===== src/hw/rtl/nss_pkg.sv =====
// Shared types and constants of the nonzero sample statistics unit.
package nss_pkg;

    localparam int COUNT_BITS = 16;
    localparam int SQ_BITS    = 64;

    localparam logic [1:0] ST_OK        = 2'd0;
    localparam logic [1:0] ST_EMPTY     = 2'd1;
    localparam logic [1:0] ST_SINGLE    = 2'd2;
    localparam logic [1:0] ST_SATURATED = 2'd3;

    typedef enum logic [1:0] {
        OP_MUL  = 2'd0,
        OP_DIV  = 2'd1,
        OP_SQRT = 2'd2
    } arith_op_t;

    typedef struct packed {
        logic      start;
        arith_op_t op;
    } arith_cmd_t;

    typedef struct packed {
        logic square;
        logic update;
        logic clear;
    } acc_ctl_t;

endpackage


===== src/hw/rtl/nss_accum.sv =====
// Running min, max, sum, square sum and count of the nonzero samples.
module nss_accum
    import nss_pkg::*;
#(
    parameter int SAMPLE_BITS = 24,
    parameter int MAX_SAMPLES = 65535
)
(
    input  logic                                    clk,
    input  logic                                    rst_n,
    input  acc_ctl_t                                ctl,
    input  logic signed [SAMPLE_BITS-1:0]           sample,
    output logic signed [SAMPLE_BITS-1:0]           run_min,
    output logic signed [SAMPLE_BITS-1:0]           run_max,
    output logic signed [SAMPLE_BITS+COUNT_BITS-1:0] run_sum,
    output logic [SQ_BITS-1:0]                      run_sq,
    output logic [COUNT_BITS-1:0]                   run_count,
    output logic                                    run_ovf
);

    localparam int SUM_BITS = SAMPLE_BITS + COUNT_BITS;
    localparam int PROD_BITS = 2 * SAMPLE_BITS;
    localparam logic signed [SAMPLE_BITS-1:0] SMAX = {1'b0, {(SAMPLE_BITS-1){1'b1}}};
    localparam logic signed [SAMPLE_BITS-1:0] SMIN = {1'b1, {(SAMPLE_BITS-1){1'b0}}};
    localparam logic [COUNT_BITS-1:0] COUNT_LIMIT = COUNT_BITS'(MAX_SAMPLES);

    logic [SAMPLE_BITS-1:0]          mag;
    logic [PROD_BITS-1:0]            sq_prod;
    logic [PROD_BITS-1:0]            sq_reg;
    logic [SQ_BITS:0]                sq_add;
    logic signed [SAMPLE_BITS-1:0]   min_reg;
    logic signed [SAMPLE_BITS-1:0]   max_reg;
    logic signed [SUM_BITS-1:0]      sum_reg;
    logic [SQ_BITS-1:0]              sqsum_reg;
    logic [COUNT_BITS-1:0]           count_reg;
    logic                            ovf_reg;

    assign mag     = sample[SAMPLE_BITS-1] ? (~$unsigned(sample) + SAMPLE_BITS'(1))
                                           : $unsigned(sample);
    assign sq_prod = PROD_BITS'(mag) * PROD_BITS'(mag);
    assign sq_add  = {1'b0, sqsum_reg} + {1'b0, SQ_BITS'(sq_reg)};

    // square register is pure payload
    always_ff @(posedge clk)
    begin
        if (ctl.square)
        begin
            sq_reg <= sq_prod;
        end
    end

    always_ff @(posedge clk or negedge rst_n)
    begin
        if (!rst_n)
        begin
            min_reg   <= SMAX;
            max_reg   <= SMIN;
            sum_reg   <= '0;
            sqsum_reg <= '0;
            count_reg <= '0;
            ovf_reg   <= 1'b0;
        end
        else if (ctl.clear)
        begin
            min_reg   <= SMAX;
            max_reg   <= SMIN;
            sum_reg   <= '0;
            sqsum_reg <= '0;
            count_reg <= '0;
            ovf_reg   <= 1'b0;
        end
        else if (ctl.update && (sample != '0))
        begin
            if (count_reg >= COUNT_LIMIT)
            begin
                // drop the sample, flag saturation
                ovf_reg <= 1'b1;
            end
            else
            begin
                if (sample > max_reg)
                begin
                    max_reg <= sample;
                end
                if (sample < min_reg)
                begin
                    min_reg <= sample;
                end
                sum_reg   <= sum_reg + SUM_BITS'(sample);
                sqsum_reg <= sq_add[SQ_BITS] ? {SQ_BITS{1'b1}} : sq_add[SQ_BITS-1:0];
                count_reg <= count_reg + COUNT_BITS'(1);
            end
        end
    end

    assign run_min   = min_reg;
    assign run_max   = max_reg;
    assign run_sum   = sum_reg;
    assign run_sq    = sqsum_reg;
    assign run_count = count_reg;
    assign run_ovf   = ovf_reg;

endmodule


===== src/hw/rtl/nss_arith.sv =====
// Shared bit-serial unit: shift-add multiply, restoring divide, integer square root.
module nss_arith
    import nss_pkg::*;
#(
    parameter int WIDTH = 80
)
(
    input  logic             clk,
    input  logic             rst_n,
    input  arith_cmd_t       cmd,
    input  logic [WIDTH-1:0] opnd_a,
    input  logic [WIDTH-1:0] opnd_b,
    output logic             done,
    output logic [WIDTH-1:0] result
);

    localparam int CNT_BITS = $clog2(WIDTH + 1);
    localparam logic [CNT_BITS-1:0] FULL_STEPS = CNT_BITS'(WIDTH);
    localparam logic [CNT_BITS-1:0] ROOT_STEPS = CNT_BITS'(WIDTH / 2);

    logic [WIDTH-1:0]    a_reg;
    logic [WIDTH-1:0]    b_reg;
    logic [WIDTH-1:0]    c_reg;
    arith_op_t           op_reg;
    logic [CNT_BITS-1:0] cnt_reg;
    logic                busy_reg;
    logic                done_reg;

    logic [WIDTH-1:0]    rs_div;
    logic [WIDTH-1:0]    rs_root;
    logic [WIDTH-1:0]    trial;
    logic [WIDTH-1:0]    add_x;
    logic [WIDTH-1:0]    add_y;
    logic                add_sub;
    logic [WIDTH:0]      add_full;
    logic                ge;
    logic [WIDTH-1:0]    add_res;

    assign rs_div  = {a_reg[WIDTH-2:0], c_reg[WIDTH-1]};
    assign rs_root = {a_reg[WIDTH-3:0], c_reg[WIDTH-1 -: 2]};
    assign trial   = {b_reg[WIDTH-3:0], 2'b01};

    // the one adder; carry out of a subtract means x >= y
    always_comb
    begin
        unique case (op_reg)
            OP_MUL:
            begin
                add_x   = a_reg;
                add_y   = b_reg;
                add_sub = 1'b0;
            end
            OP_DIV:
            begin
                add_x   = rs_div;
                add_y   = b_reg;
                add_sub = 1'b1;
            end
            OP_SQRT:
            begin
                add_x   = rs_root;
                add_y   = trial;
                add_sub = 1'b1;
            end
            default:
            begin
                add_x   = a_reg;
                add_y   = b_reg;
                add_sub = 1'b0;
            end
        endcase
    end

    assign add_full = {1'b0, add_x} + {1'b0, (add_sub ? ~add_y : add_y)}
                    + (WIDTH + 1)'(add_sub);
    assign ge       = add_full[WIDTH];
    assign add_res  = add_full[WIDTH-1:0];

    always_ff @(posedge clk or negedge rst_n)
    begin
        if (!rst_n)
        begin
            op_reg   <= OP_MUL;
            cnt_reg  <= '0;
            busy_reg <= 1'b0;
            done_reg <= 1'b0;
        end
        else
        begin
            done_reg <= 1'b0;
            if (cmd.start)
            begin
                op_reg   <= cmd.op;
                busy_reg <= 1'b1;
                cnt_reg  <= (cmd.op == OP_SQRT) ? ROOT_STEPS : FULL_STEPS;
            end
            else if (busy_reg)
            begin
                cnt_reg <= cnt_reg - CNT_BITS'(1);
                if (cnt_reg == CNT_BITS'(1))
                begin
                    busy_reg <= 1'b0;
                    done_reg <= 1'b1;
                end
            end
        end
    end

    always_ff @(posedge clk)
    begin
        if (cmd.start)
        begin
            a_reg <= '0;
            unique case (cmd.op)
                OP_MUL:
                begin
                    b_reg <= opnd_a;
                    c_reg <= opnd_b;
                end
                OP_DIV:
                begin
                    b_reg <= opnd_b;
                    c_reg <= opnd_a;
                end
                OP_SQRT:
                begin
                    b_reg <= '0;
                    c_reg <= opnd_a;
                end
                default:
                begin
                    b_reg <= opnd_a;
                    c_reg <= opnd_b;
                end
            endcase
        end
        else if (busy_reg)
        begin
            unique case (op_reg)
                OP_MUL:
                begin
                    if (c_reg[0])
                    begin
                        a_reg <= add_res;
                    end
                    b_reg <= {b_reg[WIDTH-2:0], 1'b0};
                    c_reg <= {1'b0, c_reg[WIDTH-1:1]};
                end
                OP_DIV:
                begin
                    a_reg <= ge ? add_res : rs_div;
                    c_reg <= {c_reg[WIDTH-2:0], ge};
                end
                OP_SQRT:
                begin
                    a_reg <= ge ? add_res : rs_root;
                    b_reg <= {b_reg[WIDTH-2:0], ge};
                    c_reg <= {c_reg[WIDTH-3:0], 2'b00};
                end
                default:
                begin
                    a_reg <= a_reg;
                end
            endcase
        end
    end

    always_comb
    begin
        unique case (op_reg)
            OP_MUL:  result = a_reg;
            OP_DIV:  result = c_reg;
            OP_SQRT: result = b_reg;
            default: result = a_reg;
        endcase
    end

    assign done = done_reg;

endmodule


===== src/hw/rtl/nonzero_sample_statistics_unit.sv =====
// Top level of the nonzero sample statistics unit.
//
// Takes signed Q12.12 samples one item at a time on the input channel and
// skips zero samples. For the nonzero ones it keeps the running minimum,
// maximum, sum, square sum and count. An item with last set is folded in
// first, then one result item follows: min, max, mean (truncated toward
// zero), sample standard deviation floor(sqrt((n*S2 - S*S)/(n*(n-1)))),
// the count and a status code (ok, no nonzero samples, single sample,
// count saturated). The accumulators then clear for the next set.
// Each item passes through accept, square and accumulate, and the input
// channel takes no new item until the last one has been accumulated. A last
// item adds the result computation on the shared bit-serial unit, which
// retires one bit per cycle over NUM_BITS = max(80, 2*(SAMPLE_BITS+16))
// bits: mean divide, two multiplies, variance divide and square root, in
// that order (only the mean divide for a single sample, none for an empty
// set). in_stall stays high throughout. The result sits in an output
// register, so a stalled result does not hold off the next set unless a
// second result is ready before the first is taken.
module nonzero_sample_statistics_unit
    import nss_pkg::*;
#(
    parameter int SAMPLE_BITS = 24,
    parameter int MAX_SAMPLES = 65535
)
(
    input  logic                          clk,
    input  logic                          rst_n,
    input  logic                          in_valid,
    output logic                          in_stall,
    input  logic signed [SAMPLE_BITS-1:0] sample,
    input  logic                          last,
    output logic                          out_valid,
    input  logic                          out_stall,
    output logic signed [SAMPLE_BITS-1:0] min_value,
    output logic signed [SAMPLE_BITS-1:0] max_value,
    output logic signed [SAMPLE_BITS-1:0] mean_value,
    output logic [SAMPLE_BITS-2:0]        std_dev,
    output logic [COUNT_BITS-1:0]         sample_count,
    output logic [1:0]                    status
);

    localparam int SUM_BITS  = SAMPLE_BITS + COUNT_BITS;
    localparam int NUM_BITS  = (2 * SUM_BITS > SQ_BITS + COUNT_BITS)
                             ? 2 * SUM_BITS : SQ_BITS + COUNT_BITS;
    localparam int DVS_BITS  = 2 * COUNT_BITS;

    typedef enum logic [9:0] {
        S_IDLE   = 10'b00_0000_0001,
        S_SQUARE = 10'b00_0000_0010,
        S_ACC    = 10'b00_0000_0100,
        S_LAUNCH = 10'b00_0000_1000,
        S_MEAN   = 10'b00_0001_0000,
        S_NSQ    = 10'b00_0010_0000,
        S_SSQ    = 10'b00_0100_0000,
        S_VAR    = 10'b00_1000_0000,
        S_ROOT   = 10'b01_0000_0000,
        S_DONE   = 10'b10_0000_0000
    } state_t;

    state_t                         state_reg;
    state_t                         state_next;

    logic signed [SAMPLE_BITS-1:0]  samp_reg;
    logic                           last_reg;
    logic signed [SAMPLE_BITS-1:0]  mean_reg;
    logic [SAMPLE_BITS-2:0]         sd_reg;
    logic [NUM_BITS-1:0]            nsq_reg;
    logic [DVS_BITS-1:0]            dvs_reg;

    logic                           out_valid_reg;
    logic                           out_valid_next;
    logic signed [SAMPLE_BITS-1:0]  min_out_reg;
    logic signed [SAMPLE_BITS-1:0]  max_out_reg;
    logic signed [SAMPLE_BITS-1:0]  mean_out_reg;
    logic [SAMPLE_BITS-2:0]         sd_out_reg;
    logic [COUNT_BITS-1:0]          count_out_reg;
    logic [1:0]                     status_out_reg;

    acc_ctl_t                       acc_ctl;
    logic signed [SAMPLE_BITS-1:0]  run_min;
    logic signed [SAMPLE_BITS-1:0]  run_max;
    logic signed [SUM_BITS-1:0]     run_sum;
    logic [SQ_BITS-1:0]             run_sq;
    logic [COUNT_BITS-1:0]          run_count;
    logic                           run_ovf;

    arith_cmd_t                     cmd;
    logic [NUM_BITS-1:0]            opnd_a;
    logic [NUM_BITS-1:0]            opnd_b;
    logic                           ar_done;
    logic [NUM_BITS-1:0]            ar_result;

    logic                           sum_neg;
    logic [SUM_BITS-1:0]            sum_mag;
    logic [SAMPLE_BITS-1:0]         quot_lo;
    logic [NUM_BITS-1:0]            numer;
    logic [COUNT_BITS-1:0]          count_m1;
    logic [DVS_BITS-1:0]            dvs_prod;
    logic                           out_free;
    logic                           load_out;
    logic [1:0]                     status_calc;

    nss_accum #(
        .SAMPLE_BITS (SAMPLE_BITS),
        .MAX_SAMPLES (MAX_SAMPLES)
    ) u_accum (
        .clk       (clk),
        .rst_n     (rst_n),
        .ctl       (acc_ctl),
        .sample    (samp_reg),
        .run_min   (run_min),
        .run_max   (run_max),
        .run_sum   (run_sum),
        .run_sq    (run_sq),
        .run_count (run_count),
        .run_ovf   (run_ovf)
    );

    nss_arith #(
        .WIDTH (NUM_BITS)
    ) u_arith (
        .clk    (clk),
        .rst_n  (rst_n),
        .cmd    (cmd),
        .opnd_a (opnd_a),
        .opnd_b (opnd_b),
        .done   (ar_done),
        .result (ar_result)
    );

    assign sum_neg  = run_sum[SUM_BITS-1];
    assign sum_mag  = sum_neg ? (~$unsigned(run_sum) + SUM_BITS'(1)) : $unsigned(run_sum);
    // quotient magnitude never exceeds the largest sample magnitude
    assign quot_lo  = ar_result[SAMPLE_BITS-1:0];
    // a negative numerator counts as zero
    assign numer    = (nsq_reg >= ar_result) ? (nsq_reg - ar_result) : '0;
    assign count_m1 = run_count - COUNT_BITS'(1);
    assign dvs_prod = DVS_BITS'(run_count) * DVS_BITS'(count_m1);

    assign out_free = !out_valid_reg || !out_stall;
    assign load_out = (state_reg == S_DONE) && out_free;

    always_comb
    begin
        priority if (run_count == '0)
        begin
            status_calc = ST_EMPTY;
        end
        else if (run_ovf)
        begin
            status_calc = ST_SATURATED;
        end
        else if (run_count == COUNT_BITS'(1))
        begin
            status_calc = ST_SINGLE;
        end
        else
        begin
            status_calc = ST_OK;
        end
    end

    // sequencer: next state, unit commands and operand selection
    always_comb
    begin
        state_next     = state_reg;
        cmd.start      = 1'b0;
        cmd.op         = OP_MUL;
        opnd_a         = '0;
        opnd_b         = '0;
        acc_ctl.square = 1'b0;
        acc_ctl.update = 1'b0;
        acc_ctl.clear  = 1'b0;
        unique case (state_reg)
            S_IDLE:
            begin
                if (in_valid)
                begin
                    state_next = S_SQUARE;
                end
            end
            S_SQUARE:
            begin
                acc_ctl.square = 1'b1;
                state_next     = S_ACC;
            end
            S_ACC:
            begin
                acc_ctl.update = 1'b1;
                state_next     = last_reg ? S_LAUNCH : S_IDLE;
            end
            S_LAUNCH:
            begin
                if (run_count == '0)
                begin
                    state_next = S_DONE;
                end
                else
                begin
                    // mean magnitude: |sum| / n
                    cmd.start  = 1'b1;
                    cmd.op     = OP_DIV;
                    opnd_a     = NUM_BITS'(sum_mag);
                    opnd_b     = NUM_BITS'(run_count);
                    state_next = S_MEAN;
                end
            end
            S_MEAN:
            begin
                if (ar_done)
                begin
                    if (run_count == COUNT_BITS'(1))
                    begin
                        state_next = S_DONE;
                    end
                    else
                    begin
                        // n * S2
                        cmd.start  = 1'b1;
                        cmd.op     = OP_MUL;
                        opnd_a     = NUM_BITS'(run_sq);
                        opnd_b     = NUM_BITS'(run_count);
                        state_next = S_NSQ;
                    end
                end
            end
            S_NSQ:
            begin
                if (ar_done)
                begin
                    // S * S
                    cmd.start  = 1'b1;
                    cmd.op     = OP_MUL;
                    opnd_a     = NUM_BITS'(sum_mag);
                    opnd_b     = NUM_BITS'(sum_mag);
                    state_next = S_SSQ;
                end
            end
            S_SSQ:
            begin
                if (ar_done)
                begin
                    cmd.start  = 1'b1;
                    cmd.op     = OP_DIV;
                    opnd_a     = numer;
                    opnd_b     = NUM_BITS'(dvs_reg);
                    state_next = S_VAR;
                end
            end
            S_VAR:
            begin
                if (ar_done)
                begin
                    cmd.start  = 1'b1;
                    cmd.op     = OP_SQRT;
                    opnd_a     = NUM_BITS'(ar_result[SQ_BITS-1:0]);
                    state_next = S_ROOT;
                end
            end
            S_ROOT:
            begin
                if (ar_done)
                begin
                    state_next = S_DONE;
                end
            end
            S_DONE:
            begin
                if (out_free)
                begin
                    acc_ctl.clear = 1'b1;
                    state_next    = S_IDLE;
                end
            end
            default:
            begin
                state_next = S_IDLE;
            end
        endcase
    end

    assign in_stall = (state_reg != S_IDLE);

    always_comb
    begin
        priority if (load_out)
        begin
            out_valid_next = 1'b1;
        end
        else if (!out_stall)
        begin
            out_valid_next = 1'b0;
        end
        else
        begin
            out_valid_next = out_valid_reg;
        end
    end

    always_ff @(posedge clk or negedge rst_n)
    begin
        if (!rst_n)
        begin
            state_reg     <= S_IDLE;
            out_valid_reg <= 1'b0;
        end
        else
        begin
            state_reg     <= state_next;
            out_valid_reg <= out_valid_next;
        end
    end

    // working payload
    always_ff @(posedge clk)
    begin
        if ((state_reg == S_IDLE) && in_valid)
        begin
            samp_reg <= sample;
            last_reg <= last;
        end
        if (state_reg == S_MEAN)
        begin
            // count is steady while the mean divide runs
            dvs_reg <= dvs_prod;
            if (ar_done)
            begin
                mean_reg <= sum_neg ? (~quot_lo + SAMPLE_BITS'(1)) : quot_lo;
                sd_reg   <= '0;
            end
        end
        if (state_reg == S_NSQ && ar_done)
        begin
            nsq_reg <= ar_result;
        end
        if (state_reg == S_ROOT && ar_done)
        begin
            // saturate at the largest positive sample
            sd_reg <= (ar_result[NUM_BITS-1:SAMPLE_BITS-1] != '0)
                    ? {(SAMPLE_BITS-1){1'b1}} : ar_result[SAMPLE_BITS-2:0];
        end
    end

    // output register
    always_ff @(posedge clk)
    begin
        if (load_out)
        begin
            count_out_reg  <= run_count;
            status_out_reg <= status_calc;
            if (run_count == '0)
            begin
                min_out_reg  <= '0;
                max_out_reg  <= '0;
                mean_out_reg <= '0;
                sd_out_reg   <= '0;
            end
            else
            begin
                min_out_reg  <= run_min;
                max_out_reg  <= run_max;
                mean_out_reg <= mean_reg;
                sd_out_reg   <= sd_reg;
            end
        end
    end

    assign out_valid    = out_valid_reg;
    assign min_value    = min_out_reg;
    assign max_value    = max_out_reg;
    assign mean_value   = mean_out_reg;
    assign std_dev      = sd_out_reg;
    assign sample_count = count_out_reg;
    assign status       = status_out_reg;

endmodule


===== config.mk =====
export PLATFORM = sky130hd
export DESIGN_NAME = nonzero_sample_statistics_unit
export DESIGN_NICKNAME = d
export VERILOG_FILES = /design/src/hw/rtl/nss_pkg.sv /design/src/hw/rtl/nss_accum.sv /design/src/hw/rtl/nss_arith.sv /design/src/hw/rtl/nonzero_sample_statistics_unit.sv
export SDC_FILE = /design/constraint.sdc
export NUM_CORES = 2
export LEC_CHECK = 0
export BUFFER_PORTS_ARGS = -buffer_cell sky130_fd_sc_hd__buf_4
export CAP_MARGIN = 20
export CORE_ASPECT_RATIO = 0.75
export CORE_MARGIN = 4
export CORE_UTILIZATION = 40
export CTS_CLUSTER_DIAMETER = 60
export DETAILED_ROUTE_END_ITERATION = 7
export PLACE_DENSITY_LB_ADDON = 0.12
export REMOVE_ABC_BUFFERS = 1
export SYNTH_ARGS = -nofsm -noshare
export SYNTH_HDL_FRONTEND = slang
export SYNTH_SLANG_ARGS = --single-unit

===== constraint.sdc =====
create_clock -name clk -period 16.6 [get_ports clk]
set_input_delay 0 -clock clk [delete_from_list [all_inputs] [get_ports clk]]
set_output_delay 0 -clock clk [all_outputs]
set_load 0.01 [all_outputs]

==> summary.md <==
| Metric | Value |
|---|---|
| Outcome | finished clean |
| First-pass GRT wire length | 423,100 um |
| Design area | 85,630 sq um |
| Routed Antenna Nets | 0 |
| WS Path Type | flop to flop |
| Average cell area after synthesis | 8.921 sq um |
| Crit path required time | 17,080 ps |
| Worst-Margin Slew | 1284 ps |
| Vias in the first global route | 64.88k |
| DR WL/cell | 24.72 um |
| Post-synth EDFFs | 503 |
| Worst Path Arrival | 11,550 ps |
| Met2 WL post-DR | 114,000 um |
| GRT Util Overall | 27.18% |
| Most used DFF post-synth | edfxtp_1 |
| Post-placement setup slack | 5619 ps |
| Final period util | 66.67% |
| Remaining DRCs | 0 |
| Max-slew violation count | 0 |
| CTS tree | yes |
| Crit-path slowest cell | xor2_1 |
| Tmin final | 11,070 ps |
| TNS Setup | 0 ps |
| RSZ-0062 raised after global routing | false |
| Worst Setup Start Kind | flop |
| Final #Nets | 9,947 |
| Core Util, Final | 44.48% |
| Worst setup path end | u_accum.sq_reg[45]$_DFFE_PP_ |
| RD Place Congestion | 0.9598 |
| CP startpoint | samp_reg[0]$_DFFE_PP_ |
| Die Wd | 517.6 um |
| Starting density of the core | 40.47% |
| Detailed Route WL | 280,300 um |
| Total CTS buffers | 105 |
| Area contributors post-synth | edfxtp_1 19%, fa_1 16%, ha_1 9.6% |
| Worst R2R Start | samp_reg[0]$_DFFE_PP_ |
| Bufs on Longest Clock Path | 3 |
| Max layer used | met5 |
| Top cell type's share of synthesized area | 19.39% |
| Area grow syn2layout | 9.909% |
| Fmax | 90.36 MHz |
| IO Port Bufs | 143 |
| Initial antenna violation count | 9 |
| Synth warnings | 0 |
| Final worst slack | 5534 ps |
| Yosys reg bits | 774 |
| Met1 wire length | 134,100 um |
| Post-DP HPWL | 212,100 um |
| Largest net degree at the start of global routing | 153 |
| Post-DP Area | 81,560 sq um |
| Cells after synthesis | 8,733 |
| Final setup vio count | 0 |
| Multi-input logic area | 50,970 sq um |
| Metal3 WL | 24,070 um |
| Filler instances | 18.85k |
| Die ar. | 202,000 sq um |
| Vias/cell | 5.827 |
| Core area | 192,500 sq um |
| Initial DRC count | 6,566 |
| Commonest cells post-synth | 991 x inv_1, 880 x nand2_1, 653 x a21oi_1 |
| Unique masters post-synth | 108 |
| Max_cap viols | 0 |
| Crit-path max FO | 18 |
| Ports | 144 |
| RR Endpoint | u_accum.sq_reg[45]$_DFFE_PP_ |
| Cell area after synthesis | 77,910 sq um |
| Slew margin rel. | 14.39% |
| Die Ht | 390.2 um |
| Most area-hungry cell type in the Yosys netlist | edfxtp_1 |
| Clk slew on worst S/H paths | 60 ps |
| Row cnt | 139 |
| Worst-Skew Late Latency | 750 ps |
| Most frequent CP cell | fa_1 |
| Share of layout cells above drive strength 1 | 6.924% |
| Overflow after GRT | 0 |
| CTS H-tree lvls | 3 |
| Max stage delay on crit path | 740 ps |
| CTS-repair resized insts | 0 |
| Flop2flop setup slack | 5530 ps |
| Most common cell in the netlist | inv_1 |
| Skew final | 45.24 ps |
| Vias | 66.06k |
| Sequential cell area fraction in the yosys report | 27.62% |
| FF/Latch Area | 21,520 sq um |
| Reg2Reg Depth | 32 |
| First-pass DRT Iterations | 6 |
| # clock sinks | 774 |
| Hold crit path type | input port to flop |
| CTS root buffer | clkbuf_16 |
| Ys async rst share | 24.68% |
| CP Capture Type | flop |
| Final Hold Viols | 0 |
[cells in the final DEF (no fill, tap or decap), types with 280 or more instances in the layout]
cell type and n:
nand2_1 876, xnor2_1 299, o21ai_0 497, inv_1 989
fa_1 621, nor2_1 532, a21oi_1 651, ha_1 590
buf_4 280, edfxtp_1 503
[worst min path at each step]
stage,slack [ps],cells past startpoint,endpoint,start
global placement,130,1,u_accum.run_max[19]$_DFFE_PN0P_,rst_n
CTS,1,2,samp_reg[4]$_DFFE_PP_,sample[4]
detailed placement,140,1,u_accum.run_max[21]$_DFFE_PN0P_,rst_n
global route,30,2,samp_reg[4]$_DFFE_PP_,sample[4]
finish,70,2,samp_reg[4]$_DFFE_PP_,sample[4]
floorplan,-300,0,out_valid$_DFFE_PN0P_,rst_n
[logic make-up after synthesis]
| family | after synthesis | share of synthesized area, % |
|---|---|---|
| DFF | 774 | 27.62 |
| and+or+nand+nor | 2402 | 14.52 |
| other | 2 | 0.009639 |
| AOI/OAI and AO/OA | 2353 | 19.46 |
| xor gates and xnor gates | 488 | 5.486 |
| muxes | 11 | 0.1445 |
| adders and majority gates | 1216 | 25.51 |
| buffers and inverters | 1487 | 7.249 |
[area by class of cell]
class | count | area share [%]
clock buffers | 143 | 3.463
flip-flops and latches | 774 | 25.13
multi-input cells | 6487 | 59.53
well taps | 2538 | 3.708
diodes | 4 | 0.01169
repair buffers | 334 | 3.123
clock inverters | 57 | 0.6458
inverters | 1000 | 4.392
[through the flow]
step	cells	hold slack, ps
after floorplan	8261	-295.6
after global placement	11080	128.0
after detailed placement	11080	136.0
after CTS	11330	1.095
after global routing	11330	31.08
final	11340	66.35
[worst max-delay path: cells and delay by family (launching register included)]
kind | cells | cell delay [ps]
adder cells (fa/ha/maj) | 9 | 4100
AO/OA/AOI/OAI | 12 | 2910
buffers and inverters | 5 | 1370
AND/OR/NAND/NOR | 4 | 1220
XOR/XNOR | 2 | 820
flip-flops | 1 | 350
[routing by layer]
metal / global-route usage, % / vias to the layer above
met3: 5.576 / 353
met5: 0 / -
li1: - / 30320
met2: 38.89 / 2605
met4: 7.329 / 2
met1: 41.31 / 32790
[repair_timing]
item,4_1_cts,5_1_grt
hold buffers,52,0
setup buffers,0,0
hold endpoints to repair,123,0
Power is left out: the tool's default activity adds up to more than one toggle a clock period on the data nets, which glitch-free logic cannot reach.
